==> config.mk <==
export PLATFORM = sky130hd
export DESIGN_NAME = phase_rescaler
export DESIGN_NICKNAME = d
export VERILOG_FILES = /design/src/design/phr_pkg.sv /design/src/design/phr_divider.sv /design/src/design/phr_datapath.sv /design/src/design/phr_ctrl.sv /design/src/design/phase_rescaler.sv
export SDC_FILE = /design/constraint.sdc
export NUM_CORES = 2
export LEC_CHECK = 0
export BUFFER_PORTS_ARGS = -buffer_cell sky130_fd_sc_hd__buf_4
export CAP_MARGIN = 20
export CORE_MARGIN = 4
export CORE_UTILIZATION = 45
export DETAILED_ROUTE_END_ITERATION = 8
export PLACE_DENSITY_LB_ADDON = 0.3
export RECOVER_POWER = 50
export SYNTH_ARGS = -nofsm -noshare
export SYNTH_HDL_FRONTEND = slang
export SYNTH_SLANG_ARGS = --single-unit
==> constraint.sdc <==
create_clock -name clk -period 10.85 [get_ports clk]
set_clock_uncertainty 0.1 [all_clocks]
set_input_delay 1.085 -clock clk [delete_from_list [all_inputs] [get_ports clk]]
set_output_delay 1.085 -clock clk [all_outputs]
set_load 0.05 [all_outputs]
==> src/design/phr_pkg.sv <==
// ----------------------------------------------------------------------------
// phr_pkg: shared types, constants and helpers of the phase rescaler
// formats, controller commands, status and the ramp wrap helper
// ----------------------------------------------------------------------------
package phr_pkg;

    // phase fraction bits, phases are 24 bits wide
    localparam int PHASE_FRAC_BITS = 23;
    localparam int PHASE_W         = 24;

    // coefficient q2.22, scale and reciprocal q8.16
    localparam int COEF_W     = 24;
    localparam int COEF_FRAC  = 22;
    localparam int SCALE_W    = 24;
    localparam int SCALE_FRAC = 16;

    // shared multiplier: 32 x 24 -> 56
    localparam int MUL_A_W = 32;
    localparam int MUL_B_W = 24;
    localparam int PROD_W  = MUL_A_W + MUL_B_W;
    localparam int STEP_W  = 32;
    localparam int STEP2_W = PROD_W - COEF_FRAC;
    localparam int SUM_W   = STEP2_W + 1;

    // divider: quotient bits kept below the overflow flag
    localparam int QUOT_W  = 25;
    localparam int DIV_PRE = QUOT_W - COEF_FRAC;
    localparam int DCNT_W  = $clog2(QUOT_W + 1);

    localparam logic [SUM_W-1:0]  PH_ONE   = SUM_W'(1) << PHASE_FRAC_BITS;
    localparam logic [COEF_W-1:0] CO_ONE   = COEF_W'(1) << COEF_FRAC;
    localparam logic [QUOT_W-1:0] CO_TWO   = QUOT_W'(2) << COEF_FRAC;
    localparam logic [QUOT_W-1:0] CO_HALF  = QUOT_W'(1) << (COEF_FRAC - 1);
    localparam logic [SCALE_W-1:0] SCALE_ONE = SCALE_W'(1) << SCALE_FRAC;

    // configuration register indexes
    localparam int CFG_IDX_W = 2;
    localparam logic [CFG_IDX_W-1:0] REG_SYNC_ENABLE = 2'd0;
    localparam logic [CFG_IDX_W-1:0] REG_SCALE       = 2'd1;
    localparam logic [CFG_IDX_W-1:0] REG_SCALE_RECIP = 2'd2;

    typedef enum logic [3:0] {
        S_IDLE,
        S_MUL_STEP,
        S_MUL_COEF,
        S_RAMP_MAIN,
        S_MAIN_INC,
        S_MUL_COMP,
        S_RAMP_COMP,
        S_FINISH
    } state_t;

    typedef enum logic [3:0] {
        OP_NONE,
        OP_LOAD,
        OP_MUL_STEP,
        OP_MUL_COEF,
        OP_RAMP_MAIN,
        OP_MAIN_INC,
        OP_MUL_COMP,
        OP_RAMP_COMP,
        OP_COMMIT_SYNC,
        OP_COMMIT_PLAIN
    } dp_op_t;

    typedef struct packed {
        dp_op_t op;
    } dp_cmd_t;

    typedef struct packed {
        logic sync_enable;
        logic div_done;
    } dp_status_t;

    // add, drop to zero once strictly past 1.0
    function automatic logic [PHASE_W-1:0] ramp_advance(
        input logic [PHASE_W-1:0] phs,
        input logic [STEP2_W-1:0] inc
    );
        logic [SUM_W-1:0] sum;
        sum = SUM_W'(phs) + SUM_W'(inc);
        if (sum > PH_ONE)
        begin
            return '0;
        end
        return sum[PHASE_W-1:0];
    endfunction

endpackage

==> src/design/phr_divider.sv <==
// ----------------------------------------------------------------------------
// phr_divider: restoring divider for the correction coefficient
// (hi << 22) / divisor, one quotient bit per cycle, overflow flagged up front
// ----------------------------------------------------------------------------
module phr_divider (
    input  logic                          clk,
    input  logic                          rst_n,
    input  logic                          start,
    input  logic [phr_pkg::PHASE_W-1:0]   dividend_hi,
    input  logic [phr_pkg::PHASE_W-1:0]   divisor,
    output logic [phr_pkg::QUOT_W-1:0]    quotient,
    output logic                          ovf,
    output logic                          done
);
    import phr_pkg::*;

    logic                busy_reg, busy_next;
    logic [DCNT_W-1:0]   cnt_reg, cnt_next;
    logic [PHASE_W-1:0]  rem_reg, rem_next;
    logic [QUOT_W-1:0]   sh_reg, sh_next;
    logic                ovf_reg, ovf_next;
    logic [PHASE_W-1:0]  div_reg, div_next;
    logic [PHASE_W:0]    trial;
    logic [PHASE_W-1:0]  hi_pre;

    assign hi_pre = dividend_hi >> DIV_PRE;
    assign trial  = {rem_reg, sh_reg[QUOT_W-1]};

    always_comb
    begin
        busy_next = busy_reg;
        cnt_next  = cnt_reg;
        rem_next  = rem_reg;
        sh_next   = sh_reg;
        ovf_next  = ovf_reg;
        div_next  = div_reg;
        if (start)
        begin
            busy_next = 1'b1;
            cnt_next  = DCNT_W'(QUOT_W);
            rem_next  = hi_pre;
            sh_next   = QUOT_W'({dividend_hi, {COEF_FRAC{1'b0}}});
            ovf_next  = (hi_pre >= divisor);
            div_next  = divisor;
        end
        else if (busy_reg)
        begin
            if (trial >= {1'b0, div_reg})
            begin
                rem_next = PHASE_W'(trial - {1'b0, div_reg});
                sh_next  = {sh_reg[QUOT_W-2:0], 1'b1};
            end
            else
            begin
                rem_next = trial[PHASE_W-1:0];
                sh_next  = {sh_reg[QUOT_W-2:0], 1'b0};
            end
            cnt_next = cnt_reg - DCNT_W'(1);
            if (cnt_reg == DCNT_W'(1))
            begin
                busy_next = 1'b0;
            end
        end
    end

    always_ff @(posedge clk or negedge rst_n)
    begin
        if (!rst_n)
        begin
            busy_reg <= 1'b0;
            cnt_reg  <= '0;
        end
        else
        begin
            busy_reg <= busy_next;
            cnt_reg  <= cnt_next;
        end
    end

    always_ff @(posedge clk)
    begin
        rem_reg <= rem_next;
        sh_reg  <= sh_next;
        ovf_reg <= ovf_next;
        div_reg <= div_next;
    end

    assign quotient = sh_reg;
    assign ovf      = ovf_reg;
    assign done     = !busy_reg;

    a_start_busy: assert property (@(posedge clk) disable iff (!rst_n)
        start |=> busy_reg && cnt_reg == DCNT_W'(QUOT_W))
        else $error("divider did not start");
    a_cnt_zero_idle: assert property (@(posedge clk) disable iff (!rst_n)
        busy_reg |-> cnt_reg != '0)
        else $error("divider busy with empty count");
    a_finish: assert property (@(posedge clk) disable iff (!rst_n)
        (busy_reg && !start && cnt_reg == DCNT_W'(1)) |=> !busy_reg)
        else $error("divider overran its count");

endmodule

==> src/design/phr_datapath.sv <==
// ----------------------------------------------------------------------------
// phr_datapath: state, configuration, shared multiplier and divider
// executes one controller command per cycle
// ----------------------------------------------------------------------------
module phr_datapath (
    input  logic                           clk,
    input  logic                           rst_n,
    input  phr_pkg::dp_cmd_t               cmd,
    output phr_pkg::dp_status_t            status,
    input  logic [phr_pkg::PHASE_W-1:0]    in_phase,
    input  logic                           cfg_we,
    input  logic [phr_pkg::CFG_IDX_W-1:0]  cfg_index,
    input  logic [phr_pkg::SCALE_W-1:0]    cfg_data,
    output logic [phr_pkg::PHASE_W-1:0]    out_phase
);
    import phr_pkg::*;

    // configuration
    logic                sync_en_reg, sync_en_next;
    logic [SCALE_W-1:0]  scale_reg, scale_next;
    logic [SCALE_W-1:0]  recip_reg, recip_next;

    // block state
    logic [PHASE_W-1:0]  main_phase_reg, main_phase_next;
    logic [PHASE_W-1:0]  comp_now_reg, comp_now_next;
    logic [PHASE_W-1:0]  comp_old_reg, comp_old_next;
    logic [PHASE_W-1:0]  ext_now_reg, ext_now_next;
    logic [PHASE_W-1:0]  ext_old_reg, ext_old_next;
    logic [COEF_W-1:0]   coef_reg, coef_next;
    logic [PHASE_W-1:0]  ext_inc_reg, ext_inc_next;
    logic [PHASE_W-1:0]  main_inc_reg, main_inc_next;

    // working registers
    logic [PHASE_W-1:0]  ext_in_reg, ext_in_next;
    logic [PROD_W-1:0]   prod_reg, prod_next;
    logic [PHASE_W-1:0]  pr_reg, pr_next;
    logic [PHASE_W-1:0]  pc_reg, pc_next;
    logic [PHASE_W-1:0]  out_reg, out_next;

    logic [MUL_A_W-1:0]  mul_a;
    logic [MUL_B_W-1:0]  mul_b;
    logic [STEP_W-1:0]   step;
    logic [STEP2_W-1:0]  step2;

    logic [QUOT_W-1:0]   div_q;
    logic                div_ovf;
    logic                div_done;
    logic [QUOT_W-1:0]   c_cand;
    logic                c_ovf;

    phr_divider u_div (
        .clk         (clk),
        .rst_n       (rst_n),
        .start       (cmd.op == OP_LOAD),
        .dividend_hi (ext_old_reg),
        .divisor     (comp_old_reg),
        .quotient    (div_q),
        .ovf         (div_ovf),
        .done        (div_done)
    );

    assign step  = prod_reg[SCALE_FRAC +: STEP_W];
    assign step2 = prod_reg[COEF_FRAC +: STEP2_W];

    // shared multiplier operand select
    always_comb
    begin
        unique case (cmd.op)
            OP_MUL_COEF:
            begin
                mul_a = step;
                mul_b = coef_reg;
            end
            OP_MUL_COMP:
            begin
                mul_a = MUL_A_W'(recip_reg);
                mul_b = main_inc_reg;
            end
            default:
            begin
                mul_a = MUL_A_W'(scale_reg);
                mul_b = ext_inc_reg;
            end
        endcase
    end

    // coefficient candidate, range checked at commit
    always_comb
    begin
        if (comp_old_reg != '0)
        begin
            c_cand = div_q;
            c_ovf  = div_ovf;
        end
        else
        begin
            c_cand = QUOT_W'(coef_reg);
            c_ovf  = 1'b0;
        end
    end

    always_comb
    begin
        sync_en_next    = sync_en_reg;
        scale_next      = scale_reg;
        recip_next      = recip_reg;
        main_phase_next = main_phase_reg;
        comp_now_next   = comp_now_reg;
        comp_old_next   = comp_old_reg;
        ext_now_next    = ext_now_reg;
        ext_old_next    = ext_old_reg;
        coef_next       = coef_reg;
        ext_inc_next    = ext_inc_reg;
        main_inc_next   = main_inc_reg;
        ext_in_next     = ext_in_reg;
        prod_next       = prod_reg;
        pr_next         = pr_reg;
        pc_next         = pc_reg;
        out_next        = out_reg;

        if (cfg_we)
        begin
            unique case (cfg_index)
                REG_SYNC_ENABLE: sync_en_next = cfg_data[0];
                REG_SCALE:       scale_next   = cfg_data;
                REG_SCALE_RECIP: recip_next   = cfg_data;
                default:         ;
            endcase
        end

        unique case (cmd.op)
            OP_LOAD:
            begin
                ext_in_next = in_phase;
                if (in_phase > ext_now_reg)
                begin
                    ext_inc_next = in_phase - ext_now_reg;
                end
            end
            OP_MUL_STEP, OP_MUL_COEF, OP_MUL_COMP:
            begin
                prod_next = PROD_W'(mul_a) * PROD_W'(mul_b);
            end
            OP_RAMP_MAIN:
            begin
                pr_next = ramp_advance(main_phase_reg, step2);
            end
            OP_MAIN_INC:
            begin
                if (pr_reg > main_phase_reg)
                begin
                    main_inc_next = pr_reg - main_phase_reg;
                end
            end
            OP_RAMP_COMP:
            begin
                pc_next = ramp_advance(comp_now_reg, STEP2_W'(step));
            end
            OP_COMMIT_SYNC:
            begin
                if (c_ovf || c_cand > CO_TWO || c_cand < CO_HALF)
                begin
                    coef_next = CO_ONE;
                end
                else
                begin
                    coef_next = c_cand[COEF_W-1:0];
                end
                main_phase_next = pr_reg;
                comp_old_next   = comp_now_reg;
                comp_now_next   = pc_reg;
                ext_old_next    = ext_now_reg;
                ext_now_next    = ext_in_reg;
                out_next        = pr_reg;
            end
            OP_COMMIT_PLAIN:
            begin
                main_phase_next = ramp_advance(main_phase_reg, STEP2_W'(step));
                ext_now_next    = ext_in_reg;
                out_next        = main_phase_next;
            end
            default: ;
        endcase
    end

    always_ff @(posedge clk or negedge rst_n)
    begin
        if (!rst_n)
        begin
            sync_en_reg    <= 1'b1;
            scale_reg      <= SCALE_ONE;
            recip_reg      <= SCALE_ONE;
            main_phase_reg <= '0;
            comp_now_reg   <= '0;
            comp_old_reg   <= '0;
            ext_now_reg    <= '0;
            ext_old_reg    <= '0;
            coef_reg       <= CO_ONE;
            ext_inc_reg    <= '0;
            main_inc_reg   <= '0;
        end
        else
        begin
            sync_en_reg    <= sync_en_next;
            scale_reg      <= scale_next;
            recip_reg      <= recip_next;
            main_phase_reg <= main_phase_next;
            comp_now_reg   <= comp_now_next;
            comp_old_reg   <= comp_old_next;
            ext_now_reg    <= ext_now_next;
            ext_old_reg    <= ext_old_next;
            coef_reg       <= coef_next;
            ext_inc_reg    <= ext_inc_next;
            main_inc_reg   <= main_inc_next;
        end
    end

    always_ff @(posedge clk)
    begin
        ext_in_reg <= ext_in_next;
        prod_reg   <= prod_next;
        pr_reg     <= pr_next;
        pc_reg     <= pc_next;
        out_reg    <= out_next;
    end

    assign status.sync_enable = sync_en_reg;
    assign status.div_done    = div_done;
    assign out_phase          = out_reg;

endmodule

==> src/design/phr_ctrl.sv <==
// ----------------------------------------------------------------------------
// phr_ctrl: sequencing state machine of the phase rescaler
// steps the datapath through one item and owns the output valid flag
// ----------------------------------------------------------------------------
module phr_ctrl (
    input  logic                 clk,
    input  logic                 rst_n,
    input  logic                 in_valid,
    output logic                 in_ready,
    output logic                 out_valid,
    input  logic                 out_ready,
    input  phr_pkg::dp_status_t  status,
    output phr_pkg::dp_cmd_t     cmd
);
    import phr_pkg::*;

    state_t state_reg, state_next;
    logic   out_valid_reg, out_valid_next;
    logic   slot_free;

    assign slot_free = !out_valid_reg || out_ready;

    always_ff @(posedge clk or negedge rst_n)
    begin
        if (!rst_n)
        begin
            state_reg     <= S_IDLE;
            out_valid_reg <= 1'b0;
        end
        else
        begin
            state_reg     <= state_next;
            out_valid_reg <= out_valid_next;
        end
    end

    always_comb
    begin
        state_next     = state_reg;
        cmd.op         = OP_NONE;
        in_ready       = 1'b0;
        out_valid_next = out_valid_reg && !out_ready;
        unique case (state_reg)
            S_IDLE:
            begin
                in_ready = 1'b1;
                if (in_valid)
                begin
                    cmd.op     = OP_LOAD;
                    state_next = S_MUL_STEP;
                end
            end
            S_MUL_STEP:
            begin
                cmd.op     = OP_MUL_STEP;
                state_next = status.sync_enable ? S_MUL_COEF : S_FINISH;
            end
            S_MUL_COEF:
            begin
                cmd.op     = OP_MUL_COEF;
                state_next = S_RAMP_MAIN;
            end
            S_RAMP_MAIN:
            begin
                cmd.op     = OP_RAMP_MAIN;
                state_next = S_MAIN_INC;
            end
            S_MAIN_INC:
            begin
                cmd.op     = OP_MAIN_INC;
                state_next = S_MUL_COMP;
            end
            S_MUL_COMP:
            begin
                cmd.op     = OP_MUL_COMP;
                state_next = S_RAMP_COMP;
            end
            S_RAMP_COMP:
            begin
                cmd.op     = OP_RAMP_COMP;
                state_next = S_FINISH;
            end
            S_FINISH:
            begin
                if (!status.sync_enable && slot_free)
                begin
                    cmd.op         = OP_COMMIT_PLAIN;
                    out_valid_next = 1'b1;
                    state_next     = S_IDLE;
                end
                else if (status.sync_enable && status.div_done && slot_free)
                begin
                    cmd.op         = OP_COMMIT_SYNC;
                    out_valid_next = 1'b1;
                    state_next     = S_IDLE;
                end
            end
            default:
            begin
                state_next = S_IDLE;
            end
        endcase
    end

    assign out_valid = out_valid_reg;

    a_commit_free: assert property (@(posedge clk) disable iff (!rst_n)
        (cmd.op == OP_COMMIT_SYNC || cmd.op == OP_COMMIT_PLAIN) |-> slot_free)
        else $error("commit over an untaken result");
    a_commit_div: assert property (@(posedge clk) disable iff (!rst_n)
        (cmd.op == OP_COMMIT_SYNC) |-> status.div_done)
        else $error("sync commit before divider finished");
    a_commit_valid: assert property (@(posedge clk) disable iff (!rst_n)
        (cmd.op == OP_COMMIT_SYNC || cmd.op == OP_COMMIT_PLAIN) |=> out_valid_reg)
        else $error("commit without output valid");
    a_accept_busy: assert property (@(posedge clk) disable iff (!rst_n)
        (in_valid && in_ready) |=> state_reg == S_MUL_STEP && !in_ready)
        else $error("accept did not start a run");

endmodule

==> src/design/phase_rescaler.sv <==
// ----------------------------------------------------------------------------
// phase_rescaler: rescaled ramp phase with drift correction
// follows an external ramp phase and produces a ramp at scale times its rate
// ----------------------------------------------------------------------------
//
//  channel  | direction | signals                              | payload
//  ---------+-----------+--------------------------------------+----------------
//  s_axis   | in        | s_axis_tvalid/tready/tdata[23:0]     | ext_phase
//  m_axis   | out       | m_axis_tvalid/tready/tdata[23:0]     | out_phase
//  cfg      | in        | cfg_valid/ready, cfg_index, cfg_data | register write
//
//  timing: a new beat is taken only after the previous item commits; sync
//  mode commits wait for the one-bit-per-cycle coefficient divider (25 steps)
//  that runs beside the shared 32x24 multiplier sequence
//  reset: rst_n clears control and state at once, no clearing pass
//  stalls: the result waits in the output register; a new beat is taken
//  while it waits, and the commit of that item holds until the slot frees
//  cfg: cfg_ready is always high; writes are meant for idle periods only
//
module phase_rescaler (
    input  logic                           clk,
    input  logic                           rst_n,
    // input beat
    input  logic                           s_axis_tvalid,
    output logic                           s_axis_tready,
    input  logic [23:0]                    s_axis_tdata,   // [23:0] ext_phase
    // result beat
    output logic                           m_axis_tvalid,
    input  logic                           m_axis_tready,
    output logic [23:0]                    m_axis_tdata,   // [23:0] out_phase
    // configuration write
    input  logic                           cfg_valid,
    output logic                           cfg_ready,
    input  logic [phr_pkg::CFG_IDX_W-1:0]  cfg_index,
    input  logic [phr_pkg::SCALE_W-1:0]    cfg_data
);
    import phr_pkg::*;

    dp_cmd_t    cmd;
    dp_status_t status;

    // writes are always accepted and go straight into the configuration registers
    assign cfg_ready = 1'b1;

    // sequencer: one command per cycle, owns the handshakes
    phr_ctrl u_ctrl (
        .clk       (clk),
        .rst_n     (rst_n),
        .in_valid  (s_axis_tvalid),
        .in_ready  (s_axis_tready),
        .out_valid (m_axis_tvalid),
        .out_ready (m_axis_tready),
        .status    (status),
        .cmd       (cmd)
    );

    // state, multiplier, divider and output register
    phr_datapath u_dp (
        .clk       (clk),
        .rst_n     (rst_n),
        .cmd       (cmd),
        .status    (status),
        .in_phase  (s_axis_tdata),
        .cfg_we    (cfg_valid && cfg_ready),
        .cfg_index (cfg_index),
        .cfg_data  (cfg_data),
        .out_phase (m_axis_tdata)
    );

endmodule

### After elaboration in Yosys (flattened, before gate mapping)

Cells that the tools add are included.

* $add $sub $neg: 7
* $mul: 1
* order comparisons: 9
* eq/ne operators: 21
* muxes and demuxes: 42
* reductions and logical operators: 24

Operators with widths (count)
* 24-bit 2-to-1 mux: 8
* 35-bit by 24-bit > comparator with 1-bit output, second input constant: 3
* 24-bit case mux with 2 select lines: 2
* 25-bit 2-to-1 mux: 3
* 24-bit subtractor: 3
* 24-bit by 32-bit adder with 33-bit output: 2
* 32-bit case mux with 2 select lines: 1
* 4-bit case mux with 8 select lines: 2
* 32-bit by 24-bit multiplier with 56-bit output: 1
* 24-bit > comparator: 2
* 21-bit 2-to-1 mux: 2
* 24-bit by 34-bit adder with 35-bit output: 1
* 4-bit by 3-bit == test with 1-bit output, second input constant: 8
* 25-bit by 24-bit greater-or-equal comparator with 1-bit output: 1
* 25-bit by 24-bit > comparator with 1-bit output, second input constant: 1
* 25-bit by 22-bit < comparator with 1-bit output, second input constant: 1
* 21-bit by 24-bit greater-or-equal comparator with 1-bit output: 1
* 24-bit nonzero test: 1
* 4-bit 2-to-1 mux: 5
* 4-bit by 2-bit == test with 1-bit output, second input constant: 4
* 1-bit 2-to-1 mux: 16
* 2-bit AND reduction: 6
* 5-bit 2-to-1 mux: 2
* 4-bit by 1-bit == test with 1-bit output, second input constant: 2
* other kinds (16): 26

* register bits after elaboration: 478
* word-level logic and storage cells: 130

### Depth between registers and ports, before layout

* depth in word-level cells: 10
* mapped depth: 35
* depth with buffers taken out: 31

### By module

A second synthesis with hierarchy kept.

* cells, all modules: 5585
* area, all modules: 51406.8 um^2

Modules (own cells, without submodules)
* phr_datapath: instances 1, cells each 5036, area an instance 46024.1 um^2, sequential area each 10119.7 um^2
* phr_divider: instances 1, cells each 516, area an instance 5097.4 um^2, sequential area each 2122.0 um^2
* phr_ctrl: instances 1, cells each 31, area an instance 274.0 um^2, sequential area each 100.1 um^2
* phase_rescaler: instances 1, cells each 2, area an instance 11.3 um^2, sequential area each 0.0 um^2

### Least setup slack after synthesis

Ideal clock, no wire load.

* path kind: reg-to-reg
* from: register u_ctrl.state_reg[0]
* to: register u_dp.prod_reg[52], data pin
* library setup time: 0.259 ns
* data arrival time: 8.793 ns
* slack: 1.698 ns
* stages on the path, launching flop included: 34
* path buffers: 4
* period minus slack after synthesis: 9.152 ns
* cell sequence: dfrtp_1 buf_2 clkbuf_1 nand2b_1 nor2_1 nor2_1 clkbuf_1 and2_1 a221oi_1 clkbuf_1 nor2_1 fa_1 fa_1 inv_1 fa_1 fa_1 inv_1 fa_1 fa_1 inv_1 fa_1 inv_1 ha_1 a21o_1 and3_1 a211oi_1 o21ai_0 a22o_1 a311o_1 a21oi_1 o21ai_2 a31oi_1 nor2_1 o31a_1

* word-level cells in the longest chain between the ends: 5
* elaborated cells between the ends (all ways): 14
* classes of those cells: 1 x mul; 9 x eq/ne; 3 x mux; 1 x reduce/logical

Ends and longest elaborated chain
* from (decl): RTL line phr_ctrl.sv:17 `state_t state_reg, state_next;`
* from (signal assigned): RTL line phr_ctrl.sv:32 `state_reg <= state_next;`
* 4-bit by 3-bit == test with 1-bit output (tied with other cells): RTL line phr_ctrl.sv:43 `unique case (state_reg)`
* 4-bit case mux with 8 select lines *: RTL line phr_ctrl.sv:43
* 4-bit by 3-bit == test with 1-bit output or 4-bit by 2-bit == test with 1-bit output (tied branches): RTL line phr_datapath.sv:68 `unique case (cmd.op)`
* 32-bit case mux with 2 select lines or 24-bit case mux with 2 select lines (tied branches): RTL line phr_datapath.sv:68
* 32-bit by 24-bit multiplier with 56-bit output *: RTL line phr_datapath.sv:142 `prod_next = PROD_W'(mul_a) * PROD_W'(mul_b);`
* to (signal assigned): RTL line phr_datapath.sv:221 `prod_reg <= prod_next;`
* to (decl): RTL line phr_datapath.sv:35 `logic [PROD_W-1:0] prod_reg, prod_next;`

Every way passes the cells marked *; elsewhere a longest branch is shown, timed or not.
A chain may end at the register's enable or synchronous reset.

### Worst setup path in the final report

* from: register u_ctrl.state_reg[1]
* to: register u_dp.prod_reg[52], data pin

Same word-level chain as after synthesis.

==> run_results.csv <==
group,metric,value,unit
synthesis,yosys_warnings,0,
critical_path,arrival,10.47,ns
place,place_inst,6810,
global_route,grt_first_pass_wirelength,239,mm
global_route,antenna_found_initial,0,
clocking,cts_max_level,2,
sta,worst_pin_slew,4.56,ns
clocking,clock_latency,0.63,ns
critical_path,cp_slowest_cell,"nand2_1",
synthesis,synth.distinct_cells,96,
cells_and_area,layout_commonest_cell,"inv_1",
cells_and_area,antenna_cells,0,
die,die_h,342,um
clocking,cts-buffers-inserted,47,
synthesis,syn-cell-area,50200,um2
clocking,path_clk_slew,0.07,ns
clocking,cts_sinks,461,
routing,viasPerCell,5.68,
clocking,cts_root_buf,"clkbuf_16",
run,max_cap_viol_count,6,
critical_path,worstSetupPathType,"reg2reg",
cells_and_area,area_growth,7.90,%
sta,fin_ws,0.662,ns
clocking,cts_buffer_depth,3,
cells_and_area,layout.nets,6436,
routing,wl_per_cell,22.5,um
place,port_buffers,80,
synthesis,synth.avg_cell_area,9.33,um2
critical_path,worst_setup_path_end_kind,"register",
die,io_pins,82,
run_status,violations,"max-capacitance violations, max-slew violations",
die,fp.coreArea,111000,um2
cells_and_area,largest_reg_flops,40,
sta,fin_crit,10.19,ns
critical_path,slowest_delay,0.73,ns
clocking,post-cts-setup-buffer-count,0,
run_status,status,"finished with violations",
clocking,cts_resized,0,
routing,first_pass_iters,6,
routing,vias,39200,
place,post-place-ws,0.841,ns
synthesis,synth_edf_count,185,
die,die_area,117000,um2
synthesis,synthArstFlopShare,0.544,
critical_path,critPathLaunchType,"register",
sta,slew_headroom,-2.04,
global_route,grt-ovfl-total,0,
synthesis,synthesis.nets,6444,
sta,max_freq,98.2,MHz
global_route,grt_pass1_vias,39500,
sta,holdWs,0.347,ns
clocking,cts_tree,"yes",
routing,ant_nets,0,
critical_path,crit_path_frequent_cell,"fa_1",
place,dp_hpwl,123,mm
cells_and_area,layout_common_cells,"862 x inv_1, 663 x fa_1, 611 x nor2_1, 575 x nand2_1, 345 x ha_1",
die,die_w,342,um
sta,period_share,0.939,
routing,drc_errors,0,
hold_path,hold_class,"reg2reg",
die,initial_core_util,0.454,
global_route,grt_max_degree,179,
sta,hold_viol,0,
die,row_count,122,
routing,drt_iter0_drc,3632,
place,gp_congestion,1.02,
sta,finalMaxSlewViolations,399,
critical_path,crit_fanout,44,
synthesis,ys_seq_area_frac,0.246,
routing,routed_wl,155,mm
sta,finalSetupViolCount,0,
synthesis,synthCells,5381,
sta,grt_setup_unrepaired,"no",
synthesis,ys.flop_type,"dfrtp_1",
clocking,cts_hold_buf,0,
critical_path,cp.required,11.13,ns
cells_and_area,instances_no_fill,6899,
global_route,grtUsageTotal,0.267,
cells_and_area,drive_above_1_share,0.0771,
sta,finalSetupTns,0,ns
synthesis,ys_seq_elements,461,
per-stage QoR:
step | util | area [um2]
floorplan | - | 50200
global placement | 0.477 | 52800
detailed placement | 0.477 | 52800
CTS | 0.491 | 54400
global route | 0.490 | 54200
finish | 0.490 | 54200
final cells by class:
| cell class | count | area (um2) |
|---|---|---|
| fill | 10400 | 56500 |
| clock inverter | 29 | 298 |
| sequential | 461 | 12300 |
| clock buffer | 58 | 1240 |
| multi-input combinational | 3810 | 33900 |
| tap | 1488 | 1860 |
| timing repair buffer | 188 | 1260 |
| inverter | 865 | 3250 |
cells in the mapped netlist, types with 24 or more instances:
master,n,area (um2)
nand2_1,576,2160
fa_1,663,13300
xor2_1,63,552
a221o_1,40,400
inv_1,863,3240
nand3_1,61,305
clkbuf_1,225,845
nand2b_1,50,313
mux2_2,128,1440
nor3_1,67,335
nor4_1,27,169
a22oi_1,27,203
dfrtp_1,247,6180
ha_1,345,4320
xnor2_1,80,701
a21oi_1,156,781
a21o_1,86,646
nor2_1,614,2300
nand4_1,42,263
o21a_1,26,195
o21ai_0,208,1040
a31oi_1,25,156
a221oi_1,43,377
edfxtp_1,185,5560
mux2i_1,44,440
nor2b_1,31,194
a22o_1,29,254
dfxtp_1,25,500
and3_1,24,150
and2_1,78,488
worst paths after layout:
| path | endpoint | cells after the start | slack, ns | startpoint |
|---|---|---|---|---|
| max | u_dp.prod_reg[52] | 31 | 0.66 | u_ctrl.state_reg[1] |
| min in group asynchronous | u_dp.ext_old_reg[11] | 1 | 1.93 | rst_n |
| min reg2reg | u_dp.ext_now_reg[23] | 2 | 0.35 | u_dp.ext_in_reg[23] |
| max reg2reg | u_dp.prod_reg[52] | 31 | 0.66 | u_ctrl.state_reg[1] |
| min | u_dp.ext_now_reg[23] | 2 | 0.35 | u_dp.ext_in_reg[23] |
| max in group asynchronous | u_dp.u_div.busy_reg | 2 | 2.10 | rst_n |
routing by layer:
layer | up-vias | routed length, um | global-route usage
li1 | 17500 | - | -
met1 | 19600 | 65500 | 0.371
met2 | 1674 | 68200 | 0.409
met3 | 309 | 14300 | 0.0583
met4 | 0 | 7060 | 0.102
met5 | - | 0 | 0
cell families after synthesis:
| family | synth area share |
|---|---|
| and+or+nand+nor | 0.145 |
| buffers and inverters | 0.0835 |
| adders and majority gates | 0.350 |
| AOI/OAI and AO/OA | 0.113 |
| DFF | 0.246 |
| muxes | 0.0375 |
| xor gates and xnor gates | 0.0249 |
| other | 0.0000747 |
critical path: cells and delay by family, from the launching register on:
family          cells  cell delay, ns
compound gates      9            2.83
fa+ha+maj           8            3.88
buf+inv             7            0.56
flops               1            0.34
simple gates        7            2.21
Power is not shown: default switching activity piles up to over one toggle a cycle in this logic, so the estimate is an artifact.
